$ cat config.mk
export PLATFORM = sky130hd
export DESIGN_NAME = delta_frame_segment_decoder
export DESIGN_NICKNAME = d
export VERILOG_FILES = /design/src/rtl/dfsd_pkg.sv /design/src/rtl/dfsd_parser.sv /design/src/rtl/dfsd_serializer.sv /design/src/rtl/delta_frame_segment_decoder.sv
export VERILOG_INCLUDE_DIRS = /design/src /design/src/rtl
export SDC_FILE = /design/constraint.sdc
export NUM_CORES = 1
export LEC_CHECK = 0
export BUFFER_PORTS_ARGS = -buffer_cell sky130_fd_sc_hd__buf_2
export CAP_MARGIN = 30
export CORE_ASPECT_RATIO = 0.7
export CORE_MARGIN = 5
export CORE_UTILIZATION = 25
export CTS_BUF_LIST = sky130_fd_sc_hd__clkbuf_4 sky130_fd_sc_hd__clkbuf_8
export DETAILED_ROUTE_END_ITERATION = 10
export PLACE_DENSITY = 0.41
export SYNTH_ARGS = -nofsm -noshare
export SYNTH_HDL_FRONTEND = slang
export SYNTH_SLANG_ARGS = --single-unit
$ cat constraint.sdc
create_clock -name clk_i -period 5.08 [get_ports clk_i]
set_clock_uncertainty 0.1 [all_clocks]
set_input_delay 0.762 -clock clk_i [delete_from_list [all_inputs] [get_ports clk_i]]
set_output_delay 0.762 -clock clk_i [all_outputs]
set_load 0.05 [all_outputs]
$ cat src/rtl/assert_macros.svh
// ----------------------------------------------------------------------------
// Assertion macros
// Shared concurrent assertion wrappers; define ASSERT_OFF to compile them out.
// ----------------------------------------------------------------------------
`ifndef ASSERT_MACROS_SVH
`define ASSERT_MACROS_SVH

`ifndef ASSERT_OFF
// Property must hold at every clock edge outside reset
`define ASSERT_AT(label, clk, rst_n, prop) \
  label: assert property (@(posedge clk) disable iff (!(rst_n)) (prop)) \
    else $error("assertion failed");
// Condition must never be true outside reset
`define ASSERT_NEVER_AT(label, clk, rst_n, cond) \
  label: assert property (@(posedge clk) disable iff (!(rst_n)) !(cond)) \
    else $error("forbidden condition seen");
`else
`define ASSERT_AT(label, clk, rst_n, prop)
`define ASSERT_NEVER_AT(label, clk, rst_n, cond)
`endif

`endif

$ cat src/rtl/dfsd_pkg.sv
// ----------------------------------------------------------------------------
// dfsd_pkg
// Types and constants shared by the delta frame segment decoder modules.
// ----------------------------------------------------------------------------
package dfsd_pkg;

  // Configuration register indexes
  localparam logic [1:0] CfgOnColor   = 2'd0;
  localparam logic [1:0] CfgOffColor  = 2'd1;
  localparam logic [1:0] CfgMaxSegLen = 2'd2;

  // Configuration reset values
  localparam logic [15:0] OnColorRst   = 16'hFFFF;
  localparam logic [15:0] OffColorRst  = 16'h0000;
  localparam logic [8:0]  MaxSegLenRst = 9'd240;

  // Result kinds
  localparam logic KindPixel = 1'b0;
  localparam logic KindAbort = 1'b1;

  // Bytes of a segment header, charged against the frame budget
  localparam logic [18:0] SegHdrBytes = 19'd3;

  // One job per pixel byte (up to eight results) or one abort result
  typedef struct packed {
    logic       kind;
    logic [7:0] row;
    logic [7:0] col;
    logic [7:0] bits;     // MSB is the next pixel
    logic [3:0] cnt;      // results still to emit, 1..8
    logic       seg_end;  // final pixel of the job closes the segment
  } job_t;

endpackage

$ cat src/rtl/dfsd_parser.sv
// ----------------------------------------------------------------------------
// dfsd_parser
// Stream parser: frame header, segment headers, budget and bounds checks.
// Turns each pixel byte or bounds failure into one job for the serializer.
// ----------------------------------------------------------------------------
module dfsd_parser
  import dfsd_pkg::*;
(
  input  logic       clk_i,
  input  logic       rst_ni,
  input  logic       fire_i,
  input  logic [7:0] data_byte_i,
  input  logic       frame_start_i,
  input  logic [8:0] max_seg_len_i,
  output logic       job_valid_o,
  output job_t       job_o
);

  typedef enum logic [4:0] {
    PhIdle   = 5'b00001,
    PhHeader = 5'b00010,
    PhSegHdr = 5'b00100,
    PhPixels = 5'b01000,
    PhDrop   = 5'b10000
  } phase_e;

  phase_e      phase_q, phase_d;
  logic [1:0]  fbi_q, fbi_d;
  logic [7:0]  hdr_low_q, hdr_low_d;
  logic [15:0] packed_q, packed_d;
  logic [18:0] budget_q, budget_d;
  logic [15:0] segs_q, segs_d;
  logic [7:0]  row_q, row_d;
  logic [7:0]  col_q, col_d;
  logic [8:0]  pix_left_q, pix_left_d;
  logic [8:0]  pix_idx_q, pix_idx_d;

  // Datapath helpers
  logic [15:0] segs_new;
  logic [18:0] budget_hdr;
  logic [8:0]  seg_len;
  logic [9:0]  len_round;
  logic [6:0]  packs;
  logic [3:0]  take;
  logic [15:0] segs_dec;

  assign segs_new   = {data_byte_i, hdr_low_q};
  assign budget_hdr = {3'b000, packed_q} + {3'b000, segs_new} + {2'b00, segs_new, 1'b0};
  assign seg_len    = {1'b0, data_byte_i} - {1'b0, col_q} + 9'd1;
  assign len_round  = {1'b0, seg_len} + 10'd7;
  assign packs      = len_round[9:3];
  assign take       = (pix_left_q >= 9'd8) ? 4'd8 : pix_left_q[3:0];
  assign segs_dec   = segs_q - 16'd1;

  // Next state and job
  always_comb begin
    phase_d    = phase_q;
    fbi_d      = fbi_q;
    hdr_low_d  = hdr_low_q;
    packed_d   = packed_q;
    budget_d   = budget_q;
    segs_d     = segs_q;
    row_d      = row_q;
    col_d      = col_q;
    pix_left_d = pix_left_q;
    pix_idx_d  = pix_idx_q;

    job_valid_o    = 1'b0;
    job_o.kind     = KindAbort;
    job_o.row      = 8'd0;
    job_o.col      = 8'd0;
    job_o.bits     = 8'd0;
    job_o.cnt      = 4'd1;
    job_o.seg_end  = 1'b0;

    if (fire_i) begin
      if (frame_start_i) begin
        phase_d   = PhHeader;
        hdr_low_d = data_byte_i;
        fbi_d     = 2'd1;
      end else begin
        case (phase_q)
          PhHeader: begin
            case (fbi_q)
              2'd1: begin
                packed_d = {data_byte_i, hdr_low_q};
                fbi_d    = 2'd2;
              end
              2'd3: begin
                segs_d   = segs_new;
                budget_d = budget_hdr;
                fbi_d    = 2'd0;
                phase_d  = (segs_new == 16'd0) ? PhIdle : PhSegHdr;
              end
              default: begin
                hdr_low_d = data_byte_i;
                fbi_d     = fbi_q + 2'd1;
              end
            endcase
          end
          PhSegHdr: begin
            case (fbi_q)
              2'd0: begin
                if (budget_q < SegHdrBytes) begin
                  job_valid_o = 1'b1;
                  phase_d     = PhDrop;
                end else begin
                  budget_d = budget_q - SegHdrBytes;
                  row_d    = data_byte_i;
                  fbi_d    = 2'd1;
                end
              end
              2'd1: begin
                col_d = data_byte_i;
                fbi_d = 2'd2;
              end
              default: begin
                // end column: order, length and budget checks
                if ((data_byte_i < col_q) || (seg_len > max_seg_len_i) ||
                    ({12'd0, packs} > budget_q)) begin
                  job_valid_o = 1'b1;
                  phase_d     = PhDrop;
                end else begin
                  budget_d   = budget_q - {12'd0, packs};
                  pix_left_d = seg_len;
                  pix_idx_d  = 9'd0;
                  fbi_d      = 2'd0;
                  phase_d    = PhPixels;
                end
              end
            endcase
          end
          PhPixels: begin
            job_valid_o   = 1'b1;
            job_o.kind    = KindPixel;
            job_o.row     = row_q;
            job_o.col     = col_q + pix_idx_q[7:0];
            job_o.bits    = data_byte_i;
            job_o.cnt     = take;
            job_o.seg_end = (pix_left_q <= 9'd8);
            pix_left_d    = pix_left_q - {5'd0, take};
            pix_idx_d     = pix_idx_q + {5'd0, take};
            if (pix_left_q <= 9'd8) begin
              segs_d  = segs_dec;
              fbi_d   = 2'd0;
              phase_d = (segs_dec == 16'd0) ? PhIdle : PhSegHdr;
            end
          end
          default: ;  // idle or dropping: byte ignored
        endcase
      end
    end
  end

  // Control state
  always_ff @(posedge clk_i or negedge rst_ni) begin
    if (!rst_ni) begin
      phase_q    <= PhIdle;
      fbi_q      <= 2'd0;
      hdr_low_q  <= 8'd0;
      packed_q   <= 16'd0;
      budget_q   <= 19'd0;
      segs_q     <= 16'd0;
      row_q      <= 8'd0;
      col_q      <= 8'd0;
      pix_left_q <= 9'd0;
      pix_idx_q  <= 9'd0;
    end else begin
      phase_q    <= phase_d;
      fbi_q      <= fbi_d;
      hdr_low_q  <= hdr_low_d;
      packed_q   <= packed_d;
      budget_q   <= budget_d;
      segs_q     <= segs_d;
      row_q      <= row_d;
      col_q      <= col_d;
      pix_left_q <= pix_left_d;
      pix_idx_q  <= pix_idx_d;
    end
  end

endmodule

$ cat src/rtl/dfsd_serializer.sv
// ----------------------------------------------------------------------------
// dfsd_serializer
// Result register: holds one job and emits its results one beat per cycle while out_ready_i is high.
// ----------------------------------------------------------------------------
module dfsd_serializer
  import dfsd_pkg::*;
(
  input  logic        clk_i,
  input  logic        rst_ni,
  input  logic        job_valid_i,
  input  job_t        job_i,
  output logic        job_ready_o,
  input  logic [15:0] on_color_i,
  input  logic [15:0] off_color_i,
  output logic        out_valid_o,
  input  logic        out_ready_i,
  output logic        kind_o,
  output logic [7:0]  row_o,
  output logic [7:0]  column_o,
  output logic [15:0] color_o,
  output logic        segment_end_o,
  output logic        last_o
);

  logic valid_q, valid_d;
  job_t job_q, job_d;
  logic is_last;

  assign is_last     = (job_q.cnt == 4'd1);
  assign job_ready_o = !valid_q || (out_ready_i && is_last);

  // Advance within a job or load the next one
  always_comb begin
    valid_d = valid_q;
    job_d   = job_q;
    if (job_ready_o) begin
      valid_d = job_valid_i;
      job_d   = job_i;
    end else if (out_ready_i) begin
      job_d.bits = {job_q.bits[6:0], 1'b0};
      job_d.col  = job_q.col + 8'd1;
      job_d.cnt  = job_q.cnt - 4'd1;
    end
  end

  always_ff @(posedge clk_i or negedge rst_ni) begin
    if (!rst_ni) begin
      valid_q <= 1'b0;
    end else begin
      valid_q <= valid_d;
    end
  end

  always_ff @(posedge clk_i) begin
    job_q <= job_d;
  end

  // Result fields
  assign out_valid_o   = valid_q;
  assign kind_o        = job_q.kind;
  assign row_o         = job_q.row;
  assign column_o      = job_q.col;
  assign color_o       = (job_q.kind == KindAbort) ? 16'd0 :
                         (job_q.bits[7] ? on_color_i : off_color_i);
  assign segment_end_o = job_q.seg_end && is_last;
  assign last_o        = is_last;

endmodule

$ cat src/rtl/delta_frame_segment_decoder.sv
// ----------------------------------------------------------------------------
// delta_frame_segment_decoder
// Decodes a byte stream of delta video frames into per-pixel results.
// ----------------------------------------------------------------------------
// Bytes are accepted while the output serializer can take a new job. Header
// and ignored bytes leave no result, nor do segment header bytes that pass
// their checks; a pixel byte yields one result per covered pixel (up to
// eight) and the output serializer emits one result per cycle while
// out_ready_i is high. A bounds failure emits one abort result and drops the
// rest of the frame until the next frame start. The next byte is taken in
// the cycle the last result of the previous byte is taken.
module delta_frame_segment_decoder
  import dfsd_pkg::*;
(
  input  logic        clk_i,
  input  logic        rst_ni,
  input  logic        in_valid_i,
  output logic        in_ready_o,
  input  logic [7:0]  data_byte_i,
  input  logic        frame_start_i,
  output logic        out_valid_o,
  input  logic        out_ready_i,
  output logic        kind_o,
  output logic [7:0]  row_o,
  output logic [7:0]  column_o,
  output logic [15:0] color_o,
  output logic        segment_end_o,
  output logic        last_o,
  input  logic        cfg_we_i,
  input  logic [1:0]  cfg_index_i,
  input  logic [15:0] cfg_wdata_i
);

`include "assert_macros.svh"

  logic [15:0] on_color_q;
  logic [15:0] off_color_q;
  logic [8:0]  max_seg_len_q;
  logic        in_fire;
  logic        job_valid;
  logic        job_ready;
  job_t        job;

  // Configuration registers
  always_ff @(posedge clk_i or negedge rst_ni) begin
    if (!rst_ni) begin
      on_color_q    <= OnColorRst;
      off_color_q   <= OffColorRst;
      max_seg_len_q <= MaxSegLenRst;
    end else if (cfg_we_i) begin
      case (cfg_index_i)
        CfgOnColor:   on_color_q    <= cfg_wdata_i;
        CfgOffColor:  off_color_q   <= cfg_wdata_i;
        CfgMaxSegLen: max_seg_len_q <= cfg_wdata_i[8:0];
        default: ;
      endcase
    end
  end

  assign in_ready_o = job_ready;
  assign in_fire    = in_valid_i && in_ready_o;

  dfsd_parser u_parser (
    .clk_i         (clk_i),
    .rst_ni        (rst_ni),
    .fire_i        (in_fire),
    .data_byte_i   (data_byte_i),
    .frame_start_i (frame_start_i),
    .max_seg_len_i (max_seg_len_q),
    .job_valid_o   (job_valid),
    .job_o         (job)
  );

  dfsd_serializer u_serializer (
    .clk_i         (clk_i),
    .rst_ni        (rst_ni),
    .job_valid_i   (job_valid),
    .job_i         (job),
    .job_ready_o   (job_ready),
    .on_color_i    (on_color_q),
    .off_color_i   (off_color_q),
    .out_valid_o   (out_valid_o),
    .out_ready_i   (out_ready_i),
    .kind_o        (kind_o),
    .row_o         (row_o),
    .column_o      (column_o),
    .color_o       (color_o),
    .segment_end_o (segment_end_o),
    .last_o        (last_o)
  );

  // Checks
  `ASSERT_AT(a_abort_shape, clk_i, rst_ni,
    (out_valid_o && kind_o == KindAbort) |-> (last_o && !segment_end_o && color_o == 16'd0))
  `ASSERT_AT(a_seg_end_last, clk_i, rst_ni, (out_valid_o && segment_end_o) |-> last_o)
  `ASSERT_NEVER_AT(a_no_take_mid_byte, clk_i, rst_ni, in_ready_o && out_valid_o && !last_o)
  `ASSERT_AT(a_column_step, clk_i, rst_ni,
    (out_valid_o && out_ready_i && !last_o) |=>
      (out_valid_o && column_o == 8'($past(column_o) + 8'd1)))

endmodule
==> run_results.csv <==
group,metric,value,unit
run_status,status,"finished, final reports clean",
timing,setup_violations,0,
floorplanning,io_pins,69,
synth,synth-main-ff-cell,"dfrtp_1",
placed_design,post_dp_cell_area,12800,µm²
clock_tree,path_clk_slew,0.09,ns
synth,ys_seq_area_share,39.1,%
placed_design,place.gp.congestion,0.792,
floorplanning,die_x,265,µm
critical_path,path_max_fanout,5,
floorplanning,core_area,45100,µm²
synth,syn_area,11400,µm²
critical_path,required,5.35,ns
route,num_vias,9042,
critical_path,r2r_slack,0.28,ns
floorplanning,row_count,65,
global_route,grt_max_degree,91,
timing,rsz0062_at_grt,"no",
timing,max_freq,207,MHz
route,ant_nets,0,
timing,slew_violations,0,
synth,syn_area_per_cell,9.76,µm²
critical_path,reg2reg_to,"u_parser.fbi_q[0]$_DFFE_PN0P_",
critical_path,worst_ep_arrival_time,5.11,ns
power_and_ir_drop,switching_share,46.3,%
layout,n_antenna_cell,0,
timing,tns,0,ns
timing,fin_crit_sh,95.1,%
timing,worst_slew_pin_slew,1.35,ns
global_route,antenna_found_initial,0,
layout,final_common_cell,"dfrtp_1",
worst_hold_path,min_path_type,"in -> async",
critical_path,path_class,"in -> reg",
clock_tree,cts_buffers,17,
floorplanning,start_util,25.3,%
timing,hold_viol,0,
synth,synth_cells,1167,
critical_path,rr_worst_depth,25,
critical_path,cp-end-kind,"flip-flop",
layout,area_growth,17.3,%
route,wl_per_cell,18.0,µm
layout,multiInputGateArea,6470,µm²
synth,synth_edf_count,30,
layout,fillCellCount,4732,
global_route,gr-usage-all-layers,13.6,%
layout,mostFrequentLayoutCells,"dfrtp_1, o21ai_0, ha_1",
synth,synth_nets,1293,
floorplanning,die-area,50000,µm²
synth,synth_cell_types,87,
placed_design,port_buffers,68,
critical_path,cp-endpoint,"u_parser.fbi_q[0]$_DFFE_PN0P_",
route,dr.pass1.iters,4,
flow_run,max_cap_violations,0,
global_route,grt_pass1_wl,53600,µm
placed_design,place_ws,-0.320,ns
placed_design,dp_hpwl,25400,µm
route,wl,34200,µm
synth,ys_seq_elements,171,
timing,max_slew_margin,9.26,%
critical_path,cp-start-kind,"input port",
power_and_ir_drop,p_switching,4.59,mW
power_and_ir_drop,seqPwrFrac,22.9,%
power_and_ir_drop,power_frac_clock,10.8,%
route,drc,0,
clock_tree,cts_tree,"yes",
synth,synthArstFlopShare,82.5,%
layout,drive_gt1_share,24.8,%
clock_tree,cts-root-buf,"clkbuf_8",
layout,ff_latch_area,4460,µm²
layout,layout.cells.non_filler,1894,
layout,fin_area,13400,µm²
floorplanning,fp.dieH,189,µm
placed_design,dpl.cell_count,1857,
critical_path,regToRegStartpoint,"u_parser.col_q[1]$_DFFE_PN0P_",
power_and_ir_drop,comb_power_share,66.3,%
clock_tree,cts_sinks,171,
clock_tree,cts_buffer_depth,2,
route,dr.first_iter.drc_count,493,
synth,yosysWarnings,0,
global_route,grt-ovfl-total,0,
layout,utilization,29.6,%
route,viasPerCell,4.77,
clock_tree,clk_latency,0.50,ns
power_and_ir_drop,power.density_cell_area,741,nW/µm²
critical_path,crit_start,"data_byte_i[1]",
clock_tree,h-tree-depth,4,
power_and_ir_drop,finalPower,9.90,mW
power_and_ir_drop,p_leak,5.83,nW
timing,timing.final.crit_period,4.83,ns
timing,setup_slack,0.247,ns
timing,hold_ws,0.190,ns
global_route,grt_pass1_vias,8742,
power_and_ir_drop,p_int,5.32,mW
power_and_ir_drop,ir_worst_vdd,0.000243,V
layout,nNetsFinal,1404,
## state kept, by name (all words and copies together) (netlist names)
name                      flops
on_color_q                   16
max_seg_len_q                 9
off_color_q                  16
u_serializer.row_o            8
u_serializer.column_o         8
u_parser.budget_q            19
u_parser.hdr_low_q            8
u_parser.row_q                8
u_parser.col_q                8
u_serializer.out_valid_o      1
u_parser.phase_q              5
u_serializer.job_q           13
u_parser.fbi_q                2
u_parser.packed_q            16
u_parser.pix_idx_q            8
u_parser.pix_left_q           9
u_parser.segs_q              16
u_serializer.kind_o           1
## logic make-up (layout without fill, tap and decap cells)
family	after synthesis	after routing	share of synthesized area, %
other	1	1	0.0329
AOI/OAI and AO/OA	303	304	17.0
adders and majority gates	94	94	10.9
DFF	171	171	39.1
and+or+nand+nor	327	327	14.5
xor gates and xnor gates	60	60	4.62
muxes	94	94	9.09
buffers and inverters	117	240	4.76
## per-layer routing
layer / wire (µm) / GRT usage (%) / up-vias
met2: 12800 / 17.5 / 176
met4: 287 / 2.53 / 0
met3: 1410 / 2.05 / 16
met5: 0 / 0 / -
li1: - / - / 4427
met1: 19700 / 23.4 / 4423
## what timing repair did
action,4_1_cts,5_1_grt
hold endpoints to repair,0,0
setup endpoints to repair,0,41
gates resized for setup,0,16
buffers inserted,0,1
hold buffers,0,0
## worst min path at each step
stage                                   endpoint  slack, ns
2_1_floorplan  u_parser.packed_q[11]$_DFFE_PN0P_       0.35
3_3_place_gp   u_parser.budget_q[17]$_DFFE_PN0P_       0.37
3_5_place_dp   u_parser.budget_q[17]$_DFFE_PN0P_       0.38
4_1_cts              off_color_q[14]$_DFFE_PN0P_       0.27
5_1_grt              off_color_q[15]$_DFFE_PN0P_       0.19
6_report             off_color_q[15]$_DFFE_PN0P_       0.19
## Yosys cell counts (5+ instances only)
library cell	n	area share (%)
a22o_1	10	0.77
mux2_2	75	7.4
nand3_1	23	1.0
a21oi_1	76	3.3
nand2_1	79	2.6
a211oi_1	10	0.66
a22oi_1	9	0.59
xor2_1	24	1.8
nand3b_1	5	0.33
fa_1	8	1.4
ha_1	86	9.5
buf_4	18	1.2
dfrtp_1	120	26
nor3_1	26	1.1
a31oi_1	6	0.33
and2_1	8	0.44
o22ai_1	11	0.60
and3_1	16	0.88
nand2b_1	16	0.88
or2_2	6	0.33
nor2b_1	13	0.71
xnor2_1	36	2.8
o21ai_0	98	4.3
nor2_1	85	2.8
inv_1	58	1.9
o21a_1	8	0.53
dfstp_2	21	4.8
mux2i_1	19	1.7
o31ai_1	5	0.33
or3_1	11	0.60
clkbuf_1	30	0.99
edfxtp_1	30	7.9
a21o_1	12	0.79
nor4_1	14	0.77
## cell type report
| class | instances | share of cell area (%) |
|---|---|---|
| clock buffer | 18 | 1.81 |
| multi-input combinational | 880 | 48.5 |
| sequential | 171 | 33.4 |
| timing repair buffer | 149 | 7.78 |
| clock inverter | 14 | 1.27 |
| tap | 603 | 5.65 |
| inverter | 59 | 1.66 |
## power by group through the flow
stage / combinational [mW] / clock [mW] / sequential (mW)
final: 6.57 / 1.07 / 2.27
after global routing: 7.37 / 1.16 / 2.34
after CTS: 6.43 / 1.11 / 2.26
after detailed placement: 6.37 / 0 / 2.28
after global placement: 6.33 / 0 / 2.30
after floorplan: 4.39 / 0 / 2.16
## critical path, cell delays in order
cell and delay, ns:
buf_2 0.15, inv_1 0.07, ha_1 0.30, inv_1 0.06, ha_1 0.16, inv_1 0.06
fa_1 0.41, o21bai_1 0.15, a21oi_1 0.13, o21ai_0 0.17, nand2_1 0.06, o21ai_1 0.12
a21oi_1 0.11, xnor2_1 0.12, buf_4 0.17, xnor2_1 0.18, ha_1 0.27, o21a_1 0.20
o31a_1 0.11, o21ai_1 0.18, a31oi_2 0.15, a21boi_4 0.19, buf_12 0.16, buf_4 0.15
o311ai_2 0.28, a21o_1 0.16, a21oi_1 0.06
No activity file was read; power rests on OpenSTA's default activity.
